<file path="src/rtl/core/ddws_pkg.sv">
// Shared constants, types and field layout of the wheel set-point shaper.
`default_nettype none
package ddws_pkg;

  localparam int HALF_TRACK_MM     = 200;
  localparam int RATE_PER_MMPS_Q16 = 196608;
  localparam int MOTOR_PERIOD_MS   = 10;
  localparam int RATE_DEN          = 65536000;

  localparam int MD_A_W = 32;
  localparam int MD_B_W = 24;
  localparam int MD_C_W = 27;
  localparam int MD_E_W = 28;
  localparam int MD_N_W = 58;
  localparam int MD_Q_W = 22;

  localparam logic [2:0] FAULT_OK      = 3'd0;
  localparam logic [2:0] FAULT_STARTUP = 3'd1;
  localparam logic [2:0] FAULT_DRIVER  = 3'd2;
  localparam logic [2:0] FAULT_FDBK    = 3'd3;
  localparam logic [2:0] FAULT_BATT    = 3'd4;
  localparam logic [2:0] FAULT_HOST    = 3'd5;

  localparam logic [2:0] REG_STARTUP_TIME = 3'd0;
  localparam logic [2:0] REG_LOCKOUT      = 3'd1;
  localparam logic [2:0] REG_BATT_CRIT    = 3'd2;
  localparam logic [2:0] REG_HOST_TMO     = 3'd3;
  localparam logic [2:0] REG_MAX_LIN      = 3'd4;
  localparam logic [2:0] REG_MAX_ANG      = 3'd5;
  localparam logic [2:0] REG_MAX_WHEEL    = 3'd6;
  localparam logic [2:0] REG_MAX_SLEW     = 3'd7;

  typedef struct packed {
    logic [31:0] now_ms;
    logic [1:0]  drivers_healthy_mask;
    logic [3:0]  encoder_valid_mask;
    logic [3:0]  speed_valid_mask;
    logic        battery_ok_flag;
    logic [15:0] battery_mv;
    logic        handshake_done;
    logic        command_present;
    logic [31:0] command_time_ms;
    logic [31:0] startup_time_ms;
    logic [15:0] startup_lockout_ms;
    logic [15:0] battery_critical_mv;
    logic [15:0] host_timeout_ms;
  } fault_in_t;

  typedef struct packed {
    logic busy;
    logic done;
  } md_stat_t;

endpackage
`default_nettype wire

</file>
<file path="src/rtl/core/ddws_fault.sv">
// Fixed-priority fault selection for one tick.
`default_nettype none
module ddws_fault import ddws_pkg::*; (
  input  fault_in_t  fin_i,
  output logic [2:0] fault_o
);

  logic [31:0] since_start;
  logic [31:0] cmd_age;

  assign since_start = fin_i.now_ms - fin_i.startup_time_ms;
  assign cmd_age     = fin_i.now_ms - fin_i.command_time_ms;

  always_comb begin
    if (since_start < {16'd0, fin_i.startup_lockout_ms}) begin
      fault_o = FAULT_STARTUP;
    end else if (fin_i.drivers_healthy_mask != 2'b11) begin
      fault_o = FAULT_DRIVER;
    end else if (fin_i.encoder_valid_mask != 4'hF || fin_i.speed_valid_mask != 4'hF) begin
      fault_o = FAULT_FDBK;
    end else if (!fin_i.battery_ok_flag || fin_i.battery_mv < fin_i.battery_critical_mv) begin
      fault_o = FAULT_BATT;
    end else if (!fin_i.handshake_done || !fin_i.command_present ||
                 cmd_age > {16'd0, fin_i.host_timeout_ms}) begin
      fault_o = FAULT_HOST;
    end else begin
      fault_o = FAULT_OK;
    end
  end

endmodule
`default_nettype wire

</file>
<file path="src/rtl/core/ddws_muldiv.sv">
// Bit-serial unit: q = (2*a*b + c) / e, saturated quotient and remainder flag.
`default_nettype none
module ddws_muldiv import ddws_pkg::*; (
  input  logic              clk_i,
  input  logic              rst_ni,
  input  logic              start_i,
  input  logic [MD_A_W-1:0] a_i,
  input  logic [MD_B_W-1:0] b_i,
  input  logic [MD_C_W-1:0] c_i,
  input  logic [MD_E_W-1:0] e_i,
  output md_stat_t          stat_o,
  output logic [MD_Q_W-1:0] q_o,
  output logic              rem_nz_o
);

  typedef enum logic [1:0] {MD_IDLE, MD_MUL, MD_DIV} md_state_e;

  localparam int CNT_W = $clog2(MD_N_W);

  md_state_e         state_q;
  logic [CNT_W-1:0]  cnt_q;
  logic [MD_A_W-1:0] a_q;
  logic [MD_B_W-1:0] b_q;
  logic [MD_C_W-1:0] c_q;
  logic [MD_E_W-1:0] e_q;
  logic [MD_A_W-1:0] hi_q;
  logic [MD_B_W-1:0] lo_q;
  logic [MD_N_W-1:0] n_q;
  logic [MD_E_W-1:0] rem_q;
  logic [MD_Q_W-1:0] quo_q;
  logic              ovf_q;
  logic              done_q;

  logic [MD_A_W:0]        sum;
  logic [MD_A_W+MD_B_W-1:0] prod;
  logic [MD_N_W-1:0]      numer;
  logic [MD_E_W:0]        trial;
  logic [MD_E_W:0]        diff;
  logic                   ge;

  assign sum   = {1'b0, hi_q} + (b_q[0] ? {1'b0, a_q} : '0);
  assign prod  = {sum[MD_A_W:1], sum[0], lo_q[MD_B_W-1:1]};
  assign numer = {1'b0, prod, 1'b0} + MD_N_W'(c_q);
  assign trial = {rem_q, n_q[MD_N_W-1]};
  assign diff  = trial - {1'b0, e_q};
  assign ge    = trial >= {1'b0, e_q};

  always_ff @(posedge clk_i or negedge rst_ni) begin
    if (!rst_ni) begin
      state_q <= MD_IDLE;
      cnt_q   <= '0;
      done_q  <= 1'b0;
    end else begin
      done_q <= 1'b0;
      unique case (state_q)
        MD_IDLE: begin
          if (start_i) begin
            a_q     <= a_i;
            b_q     <= b_i;
            c_q     <= c_i;
            e_q     <= e_i;
            hi_q    <= '0;
            lo_q    <= '0;
            rem_q   <= '0;
            quo_q   <= '0;
            ovf_q   <= 1'b0;
            cnt_q   <= '0;
            state_q <= MD_MUL;
          end
        end
        MD_MUL: begin
          hi_q <= sum[MD_A_W:1];
          lo_q <= {sum[0], lo_q[MD_B_W-1:1]};
          b_q  <= b_q >> 1;
          if (cnt_q == CNT_W'(MD_B_W - 1)) begin
            n_q     <= numer;
            cnt_q   <= '0;
            state_q <= MD_DIV;
          end else begin
            cnt_q <= cnt_q + 1'b1;
          end
        end
        MD_DIV: begin
          rem_q <= ge ? diff[MD_E_W-1:0] : trial[MD_E_W-1:0];
          quo_q <= {quo_q[MD_Q_W-2:0], ge};
          ovf_q <= ovf_q | quo_q[MD_Q_W-1];
          n_q   <= n_q << 1;
          if (cnt_q == CNT_W'(MD_N_W - 1)) begin
            done_q  <= 1'b1;
            state_q <= MD_IDLE;
          end else begin
            cnt_q <= cnt_q + 1'b1;
          end
        end
        default: state_q <= MD_IDLE;
      endcase
    end
  end

  assign stat_o.busy = state_q != MD_IDLE;
  assign stat_o.done = done_q;
  assign q_o         = ovf_q ? '1 : quo_q;
  assign rem_nz_o    = rem_q != '0;

endmodule
`default_nettype wire

</file>
<file path="src/rtl/core/diff_drive_wheel_setpoint_shaper_unit.sv">
// Top level of the differential-drive wheel set-point shaper.
// One input beat per control tick, one result beat per input beat. A faulted tick
// skips the arithmetic. A healthy tick runs four passes through the shared bit-serial
// multiply-divide unit (limit check, left rate, right rate, slew step), each made of
// a start, 24 multiply bits, 58 divide bits and a hand-over; an output stall holds the
// result back, and the next beat is taken once the result is in the output register.
`default_nettype none
module diff_drive_wheel_setpoint_shaper_unit import ddws_pkg::*; (
  input  logic         clk_i,
  input  logic         rst_ni,
  input  logic         s_axis_tvalid,
  output logic         s_axis_tready,
  // now_ms, drivers_healthy_mask, encoder_valid_mask, speed_valid_mask,
  // battery_ok_flag, battery_mv, handshake_done, command_present,
  // command_time_ms, linear_mmps, angular_mradps
  input  logic [127:0] s_axis_tdata,
  output logic         m_axis_tvalid,
  input  logic         m_axis_tready,
  // fault_code, drive_mode, left_wheel_rate, right_wheel_rate
  output logic [47:0]  m_axis_tdata,
  input  logic         cfg_we_i,
  input  logic [2:0]   cfg_idx_i,
  input  logic [31:0]  cfg_data_i
);

  typedef enum logic [2:0] {ST_IDLE, ST_EVAL, ST_KIN, ST_OPST, ST_OPWT, ST_SLEW, ST_FIN}
    state_e;
  typedef enum logic [1:0] {OP_CMP, OP_LEFT, OP_RIGHT, OP_STEP} op_e;

  localparam logic [MD_B_W-1:0] RPM_B    = MD_B_W'(RATE_PER_MMPS_Q16);
  localparam logic [MD_C_W-1:0] DEN_C    = MD_C_W'(RATE_DEN);
  localparam logic [MD_E_W-1:0] TWO_DEN  = MD_E_W'(2 * RATE_DEN);
  localparam logic [MD_E_W-1:0] STEP_DIV = MD_E_W'(2000);
  localparam logic signed [27:0] K_LIN   = 28'sd1000;
  localparam logic signed [27:0] K_ANG   = 28'(HALF_TRACK_MM);

  logic [31:0] startup_time_q;
  logic [15:0] lockout_q;
  logic [15:0] batt_crit_q;
  logic [15:0] host_tmo_q;
  logic [14:0] max_lin_q;
  logic [14:0] max_ang_q;
  logic [19:0] max_wheel_q;
  logic [21:0] max_slew_q;

  state_e       state_q;
  op_e          op_q;
  logic [127:0] in_q;
  logic [2:0]   fault_q;
  logic [31:0]  elapsed_q;
  logic [31:0]  last_q;
  logic signed [16:0] lin_q;
  logic signed [16:0] ang_q;
  logic signed [27:0] dl_q;
  logic signed [27:0] dr_q;
  logic         over_q;
  logic [21:0]  lt_q;
  logic [21:0]  rt_q;
  logic [21:0]  step_q;
  logic signed [20:0] rate_l_q;
  logic signed [20:0] rate_r_q;
  logic         m_valid_q;
  logic [47:0]  m_data_q;

  fault_in_t   fin;
  logic [2:0]  fault_code;
  logic [31:0] now;
  logic signed [15:0] lin_in;
  logic signed [15:0] ang_in;
  logic signed [16:0] lin_lim;
  logic signed [16:0] ang_lim;
  logic signed [16:0] lin_cl;
  logic signed [16:0] ang_cl;
  logic [26:0] mag_l;
  logic [26:0] mag_r;
  logic [26:0] ud;
  logic [26:0] mag_sel;
  logic        md_start;
  logic [MD_A_W-1:0] md_a;
  logic [MD_B_W-1:0] md_b;
  logic [MD_C_W-1:0] md_c;
  logic [MD_E_W-1:0] md_e;
  md_stat_t    md_stat;
  logic [MD_Q_W-1:0] md_q;
  logic        md_rem_nz;
  logic        out_free;
  logic signed [23:0] want_l;
  logic signed [23:0] want_r;
  logic signed [23:0] slew_l;
  logic signed [23:0] slew_r;

  assign now    = in_q[31:0];
  assign lin_in = in_q[108:93];
  assign ang_in = in_q[124:109];

  assign fin.now_ms               = now;
  assign fin.drivers_healthy_mask = in_q[33:32];
  assign fin.encoder_valid_mask   = in_q[37:34];
  assign fin.speed_valid_mask     = in_q[41:38];
  assign fin.battery_ok_flag      = in_q[42];
  assign fin.battery_mv           = in_q[58:43];
  assign fin.handshake_done       = in_q[59];
  assign fin.command_present      = in_q[60];
  assign fin.command_time_ms      = in_q[92:61];
  assign fin.startup_time_ms      = startup_time_q;
  assign fin.startup_lockout_ms   = lockout_q;
  assign fin.battery_critical_mv  = batt_crit_q;
  assign fin.host_timeout_ms      = host_tmo_q;

  ddws_fault u_fault (
    .fin_i   (fin),
    .fault_o (fault_code)
  );

  assign lin_lim = $signed({2'b00, max_lin_q});
  assign ang_lim = $signed({2'b00, max_ang_q});

  always_comb begin
    lin_cl = 17'(lin_in);
    if (lin_cl > lin_lim) lin_cl = lin_lim;
    else if (lin_cl < -lin_lim) lin_cl = -lin_lim;
    ang_cl = 17'(ang_in);
    if (ang_cl > ang_lim) ang_cl = ang_lim;
    else if (ang_cl < -ang_lim) ang_cl = -ang_lim;
  end

  assign mag_l   = dl_q[27] ? 27'(-dl_q) : dl_q[26:0];
  assign mag_r   = dr_q[27] ? 27'(-dr_q) : dr_q[26:0];
  assign ud      = (mag_l > mag_r) ? mag_l : mag_r;
  assign mag_sel = (op_q == OP_LEFT) ? mag_l : mag_r;

  always_comb begin
    md_a = MD_A_W'(ud);
    md_b = RPM_B;
    md_c = '0;
    md_e = TWO_DEN;
    case (op_q)
      OP_CMP: begin
        md_a = MD_A_W'(ud);
      end
      OP_LEFT, OP_RIGHT: begin
        md_a = MD_A_W'(mag_sel);
        if (over_q) begin
          md_b = MD_B_W'(max_wheel_q);
          md_c = ud;
          md_e = {ud, 1'b0};
        end else begin
          md_c = DEN_C;
        end
      end
      OP_STEP: begin
        md_a = elapsed_q;
        md_b = MD_B_W'(max_slew_q);
        md_e = STEP_DIV;
      end
      default: md_a = MD_A_W'(ud);
    endcase
  end

  assign md_start = state_q == ST_OPST;

  ddws_muldiv u_muldiv (
    .clk_i    (clk_i),
    .rst_ni   (rst_ni),
    .start_i  (md_start),
    .a_i      (md_a),
    .b_i      (md_b),
    .c_i      (md_c),
    .e_i      (md_e),
    .stat_o   (md_stat),
    .q_o      (md_q),
    .rem_nz_o (md_rem_nz)
  );

  always_comb begin
    logic [19:0] ml;
    logic [19:0] mr;
    ml = (lt_q > {2'b00, max_wheel_q}) ? max_wheel_q : lt_q[19:0];
    mr = (rt_q > {2'b00, max_wheel_q}) ? max_wheel_q : rt_q[19:0];
    want_l = dl_q[27] ? -$signed({4'd0, ml}) : $signed({4'd0, ml});
    want_r = dr_q[27] ? -$signed({4'd0, mr}) : $signed({4'd0, mr});
  end

  function automatic logic signed [23:0] slew(input logic signed [23:0] cur,
                                              input logic signed [23:0] want,
                                              input logic [21:0] step);
    logic signed [23:0] up;
    logic signed [23:0] dn;
    up = cur + $signed({2'b00, step});
    dn = cur - $signed({2'b00, step});
    if (want > up) return up;
    else if (want < dn) return dn;
    else return want;
  endfunction

  assign slew_l = slew(24'(rate_l_q), want_l, step_q);
  assign slew_r = slew(24'(rate_r_q), want_r, step_q);

  assign out_free      = !m_valid_q || m_axis_tready;
  assign s_axis_tready = state_q == ST_IDLE;
  assign m_axis_tvalid = m_valid_q;
  assign m_axis_tdata  = m_data_q;

  always_ff @(posedge clk_i or negedge rst_ni) begin
    if (!rst_ni) begin
      startup_time_q <= '0;
      lockout_q      <= 16'd1000;
      batt_crit_q    <= 16'd20000;
      host_tmo_q     <= 16'd500;
      max_lin_q      <= 15'd1000;
      max_ang_q      <= 15'd2000;
      max_wheel_q    <= 20'd10000;
      max_slew_q     <= 22'd20000;
    end else if (cfg_we_i) begin
      unique case (cfg_idx_i)
        REG_STARTUP_TIME: startup_time_q <= cfg_data_i;
        REG_LOCKOUT:      lockout_q      <= cfg_data_i[15:0];
        REG_BATT_CRIT:    batt_crit_q    <= cfg_data_i[15:0];
        REG_HOST_TMO:     host_tmo_q     <= cfg_data_i[15:0];
        REG_MAX_LIN:      max_lin_q      <= cfg_data_i[14:0];
        REG_MAX_ANG:      max_ang_q      <= cfg_data_i[14:0];
        REG_MAX_WHEEL:    max_wheel_q    <= cfg_data_i[19:0];
        REG_MAX_SLEW:     max_slew_q     <= cfg_data_i[21:0];
        default:          max_slew_q     <= max_slew_q;
      endcase
    end
  end

  always_ff @(posedge clk_i or negedge rst_ni) begin
    if (!rst_ni) begin
      state_q   <= ST_IDLE;
      op_q      <= OP_CMP;
      fault_q   <= FAULT_OK;
      last_q    <= '0;
      rate_l_q  <= '0;
      rate_r_q  <= '0;
      m_valid_q <= 1'b0;
    end else begin
      if (m_valid_q && m_axis_tready) m_valid_q <= 1'b0;
      unique case (state_q)
        ST_IDLE: begin
          if (s_axis_tvalid) begin
            in_q    <= s_axis_tdata;
            state_q <= ST_EVAL;
          end
        end
        ST_EVAL: begin
          fault_q   <= fault_code;
          elapsed_q <= (last_q == '0) ? 32'(MOTOR_PERIOD_MS) : now - last_q;
          lin_q     <= lin_cl;
          ang_q     <= ang_cl;
          state_q   <= (fault_code != FAULT_OK) ? ST_FIN : ST_KIN;
        end
        ST_KIN: begin
          dl_q    <= 28'(lin_q) * K_LIN - 28'(ang_q) * K_ANG;
          dr_q    <= 28'(lin_q) * K_LIN + 28'(ang_q) * K_ANG;
          op_q    <= OP_CMP;
          state_q <= ST_OPST;
        end
        ST_OPST: begin
          state_q <= ST_OPWT;
        end
        ST_OPWT: begin
          if (md_stat.done) begin
            case (op_q)
              OP_CMP: over_q <= (md_q > {2'b00, max_wheel_q}) ||
                                (md_q == {2'b00, max_wheel_q} && md_rem_nz);
              OP_LEFT:  lt_q <= md_q;
              OP_RIGHT: rt_q <= md_q;
              OP_STEP:  step_q <= (md_q == '0) ? 22'd1 : md_q;
              default:  step_q <= md_q;
            endcase
            if (op_q == OP_STEP) begin
              state_q <= ST_SLEW;
            end else begin
              op_q    <= op_e'(op_q + 2'd1);
              state_q <= ST_OPST;
            end
          end
        end
        ST_SLEW: begin
          rate_l_q <= slew_l[20:0];
          rate_r_q <= slew_r[20:0];
          state_q  <= ST_FIN;
        end
        ST_FIN: begin
          if (out_free) begin
            last_q    <= now;
            m_valid_q <= 1'b1;
            if (fault_q != FAULT_OK) begin
              rate_l_q <= '0;
              rate_r_q <= '0;
              m_data_q <= {2'b00, 21'd0, 21'd0, 1'b0, fault_q};
            end else begin
              m_data_q <= {2'b00, rate_r_q, rate_l_q, 1'b1, FAULT_OK};
            end
            state_q <= ST_IDLE;
          end
        end
        default: state_q <= ST_IDLE;
      endcase
    end
  end

`ifndef SYNTHESIS
  a_start_idle: assert property (@(posedge clk_i) disable iff (!rst_ni)
    md_start |-> !md_stat.busy)
    else $error("multiply-divide started while busy");
  a_accept_eval: assert property (@(posedge clk_i) disable iff (!rst_ni)
    s_axis_tvalid && s_axis_tready |=> state_q == ST_EVAL)
    else $error("accepted beat not evaluated");
  a_fault_zero: assert property (@(posedge clk_i) disable iff (!rst_ni)
    state_q == ST_FIN && fault_q != FAULT_OK && out_free
    |=> m_axis_tvalid && rate_l_q == '0 && rate_r_q == '0)
    else $error("fault tick left wheel rates non-zero");
  a_step_nonzero: assert property (@(posedge clk_i) disable iff (!rst_ni)
    state_q == ST_SLEW |-> step_q != '0)
    else $error("slew step is zero");
`endif

endmodule
`default_nettype wire

</file>
<file path="config.mk">
export PLATFORM = sky130hd
export DESIGN_NAME = diff_drive_wheel_setpoint_shaper_unit
export DESIGN_NICKNAME = d
export VERILOG_FILES = /design/src/rtl/core/ddws_pkg.sv /design/src/rtl/core/ddws_fault.sv /design/src/rtl/core/ddws_muldiv.sv /design/src/rtl/core/diff_drive_wheel_setpoint_shaper_unit.sv
export SDC_FILE = /design/constraint.sdc
export NUM_CORES = 2
export LEC_CHECK = 0
export BUFFER_PORTS_ARGS = -buffer_cell sky130_fd_sc_hd__buf_4
export CORE_ASPECT_RATIO = 1.2
export CORE_MARGIN = 4
export CORE_UTILIZATION = 40
export DETAILED_ROUTE_END_ITERATION = 12
export PLACE_DENSITY = 0.57
export SLEW_MARGIN = 20
export SYNTH_ARGS = -nofsm -noshare
export SYNTH_HDL_FRONTEND = slang
export SYNTH_SLANG_ARGS = --single-unit
</file>
<file path="constraint.sdc">
create_clock -name clk_i -period 8.8 [get_ports clk_i]
set_input_delay 2.2 -clock clk_i [delete_from_list [all_inputs] [get_ports clk_i]]
set_output_delay 2.2 -clock clk_i [all_outputs]
set_load 0.1 [all_outputs]
</file>
==> results.json <==
{
  "final-hold-violation-count": 0,
  "criticalPathCategory": "register to register",
  "groute.usage.overall_pct": 20.8,
  "wirelength_mm": 177,
  "crit_path_start_kind": "register",
  "synthToLayoutAreaGrowth_pct": 11.6,
  "die_h_um": 446,
  "synth.area.mux_share_pct": 3.62,
  "finalCritPeriodShare_pct": 88.8,
  "synthAdderAreaFrac_pct": 16.9,
  "cts_root_buffer": "clkbuf_16",
  "synth_compound_area_share_pct": 15.4,
  "grt_pass1_vias": 48500,
  "irDropWorstVdd_v": 0.000473,
  "grtUsageMet2_pct": 37.3,
  "use_met3_pct": 2.45,
  "dr.pass1.iters": 8,
  "htree_num_levels": 3,
  "min_path_cells": 2,
  "p_leak_nw": 30.0,
  "synth.avg_cell_area_um2": 9.71,
  "period_minus_slack_ns": 7.81,
  "post_cts_buffers": 0,
  "async_flop_share_pct": 28.3,
  "grt_pass1_wl_mm": 274,
  "synth_top_family_by_area": "adder cells",
  "timing.rr.start": "max_wheel_q[18]",
  "dpl.hpwl_mm": 138,
  "grt_start_max_net_pins": 138,
  "cap_violations": 0,
  "place_congestion": 0.896,
  "start_util_pct": 40.3,
  "crit_family": "simple AND/OR/NAND/NOR gates",
  "drive_above_1_share_pct": 10.1,
  "hold_path.class": "register to register",
  "crit_chain": "inv_1 > ha_1 > nand4bb_4 > nor4_2 > o31ai_1 > a31oi_2 > buf_4 > nor2_1 > a21oi_1 > ha_1 > nand4_1 > or2_2 > o21ai_0 > xor2_1 > ha_1 > and4_1 > nand3_1 > or4_1 > and3_1 > o211ai_2 > mux2i_1 > nand2_1 > o221ai_1",
  "core-area_um2": 159000,
  "antenna_found_initial": 6,
  "synth_cell_types": 92,
  "cts_tree": "yes",
  "cp_common_cell": "ha_1",
  "critPathBufInv": 2,
  "syn_inst": 6580,
  "cts_made_buffers": 98,
  "clkTransAtPathRegs_ns": 0.06,
  "rsz0062_at_grt": "false",
  "required_ns": 9.42,
  "whs_endpoint": "u_muldiv.n_q[13]",
  "portBuffers": 212,
  "num_vias": 48500,
  "reg2reg_slack_ns": 0.99,
  "slew_viol_final": 0,
  "synth_ff_type": "edfxtp_1",
  "drt_iter0_drc": 3034,
  "synthSimpleGateAreaFrac_pct": 14.7,
  "synth_edf_count": 618,
  "clockBufferDepth": 3,
  "max_freq_mhz": 128,
  "die-width_um": 373,
  "reg2reg_depth": 23,
  "r2r-end": "rate_r_q[20]",
  "relSlewSlack_pct": 14.5,
  "tns_ns": 0,
  "ant_nets": 0,
  "cp_slowest_cell": "nand2_1",
  "cts.sinks": 862,
  "yosysWarnings": 0,
  "use_met1_pct": 25.3,
  "synth_area_um2": 63900,
  "ys_seq_area_share_pct": 38.7,
  "arrival_ns": 8.43,
  "grt_overflow": 0,
  "tightest_slew_ns": 1.27,
  "worstPathMaxFanout": 19,
  "hold_ws_ns": 0.490,
  "final_core_util_pct": 45.0,
  "nNetsFinal": 7715,
  "cts-resized-gates": 0,
  "p_per_area_nw_per_um2": 448,
  "setup_viol": 0,
  "status": "complete, no violations",
  "rows": 160,
  "dieArea_um2": 166000,
  "insertion_delay_ns": 0.74,
  "min_from": "u_muldiv.n_q[12]",
  "finClkSkew_ns": 0.0701,
  "routedWlPerCell_um": 19.8,
  "ctsHoldBuffers": 0,
  "drc": 0,
  "max_stage_delay_ns": 0.65,
  "ios": 218,
  "endpoint_kind": "register",
  "viasPerCell": 5.43,
  "synthXorXnorAreaFrac_pct": 5.47,
  "grt.busiest_layer": "met2",
  "synth.ff_latch_count": 862
}
## cell usage in the layout, fill, tap and decap left out, drive strengths merged, types with 46 or more instances in the layout
cell type,Yosys,final
ha,717,717
inv,657,660
edfxtp,618,618
nand2,503,503
o21ai,458,458
nor2,403,403
a21oi,348,348
buf,28,269
xnor2,255,255
dfrtp,205,205
and2,187,187
nor3,148,148
xor2,141,141
a21o,127,127
clkbuf,182,116
mux2i,115,115
nand3,114,114
mux2,99,99
fa,90,90
o21a,88,88
nand2b,79,79
nor2b,75,75
or2,73,73
nand4,65,65
or3,59,59
a31oi,55,55
o31ai,54,54
clkinv,1,48
nor4,46,46
## worst max-delay path by stage
stage                          from              end  cells after the start
CTS                 max_wheel_q[18]      rate_r_q[3]                     23
detailed placement  max_wheel_q[18]      rate_r_q[3]                     23
global route        max_wheel_q[16]      rate_r_q[6]                     23
floorplan             m_axis_tready  m_axis_tdata[0]                      3
global placement    max_wheel_q[18]      rate_r_q[2]                     23
finish              max_wheel_q[18]     rate_r_q[20]                     23
## cell type report
type                       instances  area, um^2
tap                             2106        2640
sequential                       862       24700
antenna                            4        10.0
fill                           15200       87200
inverter                         658        2470
clock inverter                    69         782
multi-input combinational       4851       36100
timing repair buffer             269        2040
clock buffer                     116        2580
## sequential cells by signal, summed over array words and instances (netlist names), 22 cells and up
name	cells
u_muldiv.hi_q	32
u_muldiv.c_q	24
lt_q	22
u_muldiv.n_q	57
dl_q	25
u_muldiv.lo_q	23
elapsed_q	32
max_slew_q	22
m_axis_tdata	46
dr_q	24
last_q	32
in_q	125
step_q	22
u_muldiv.rem_q	28
u_muldiv.quo_q	22
rt_q	22
u_muldiv.e_q	24
startup_time_q	32
u_muldiv.a_q	32
u_muldiv.b_q	22
## layer usage
layer | vias to the layer above | share of wire (%)
met3 | 270 | 3.9
met5 | - | 0
met2 | 989 | 50
met4 | 0 | 3.9
li1 | 23900 | -
met1 | 23400 | 42
## worst register-to-register path, delay by kind of cell (launching register included)
| kind | cells | cell delay, ns |
|---|---|---|
| xor+xnor | 1 | 0.41 |
| buf+inv | 2 | 0.45 |
| simple gates | 10 | 2.92 |
| mux | 1 | 0.52 |
| compound gates | 6 | 1.96 |
| fa+ha+maj | 3 | 0.90 |
| flops | 1 | 0.49 |
## cells by family after synthesis
group | Yosys count
compound gates | 1542
xor+xnor | 397
fa+ha+maj | 812
buf+inv | 868
flops | 862
mux | 216
other cells | 1
simple gates | 1882
## synth_stat cells, drive strengths merged (55+ instances only)
cell type	instances	share of area [%]
edfxtp	618	29
nor2	403	2.4
a21o	127	1.5
dfrtp	205	8.0
or3	59	0.58
nand2b	79	0.77
nand4	65	0.64
and2	187	1.8
a21oi	348	2.7
fa	90	2.8
o21a	88	1.0
or2	73	0.71
mux2i	115	1.8
xor2	141	1.9
nand3	114	0.89
ha	717	14
nor2b	75	0.73
xnor2	255	3.5
clkbuf	182	1.1
inv	657	3.9
nand2	503	3.0
mux2	99	1.7
nor3	148	1.2
a31oi	55	0.54
o21ai	458	3.6
## power by group
group	total [W]	leakage (nW)	internal, W	switching [W]
registers	0.00699	8.60	0.00634	0.000643
clock network	0.00428	1.62	0.00245	0.00183
logic	0.0207	19.8	0.00837	0.0123
## through the flow
stage	std cells	power (W)	worst slack (ns)	cell area, um^2
2_1_floorplan	6581	0.0228	1.42	63900
3_3_place_gp	8746	0.0275	1.09	67900
3_5_place_dp	8746	0.0278	1.05	67900
4_1_cts	8931	0.0322	1.01	71300
5_1_grt	8931	0.0350	0.645	71300
6_report	8935	0.0319	0.990	71300
No activity file was read; power rests on OpenSTA's default activity.
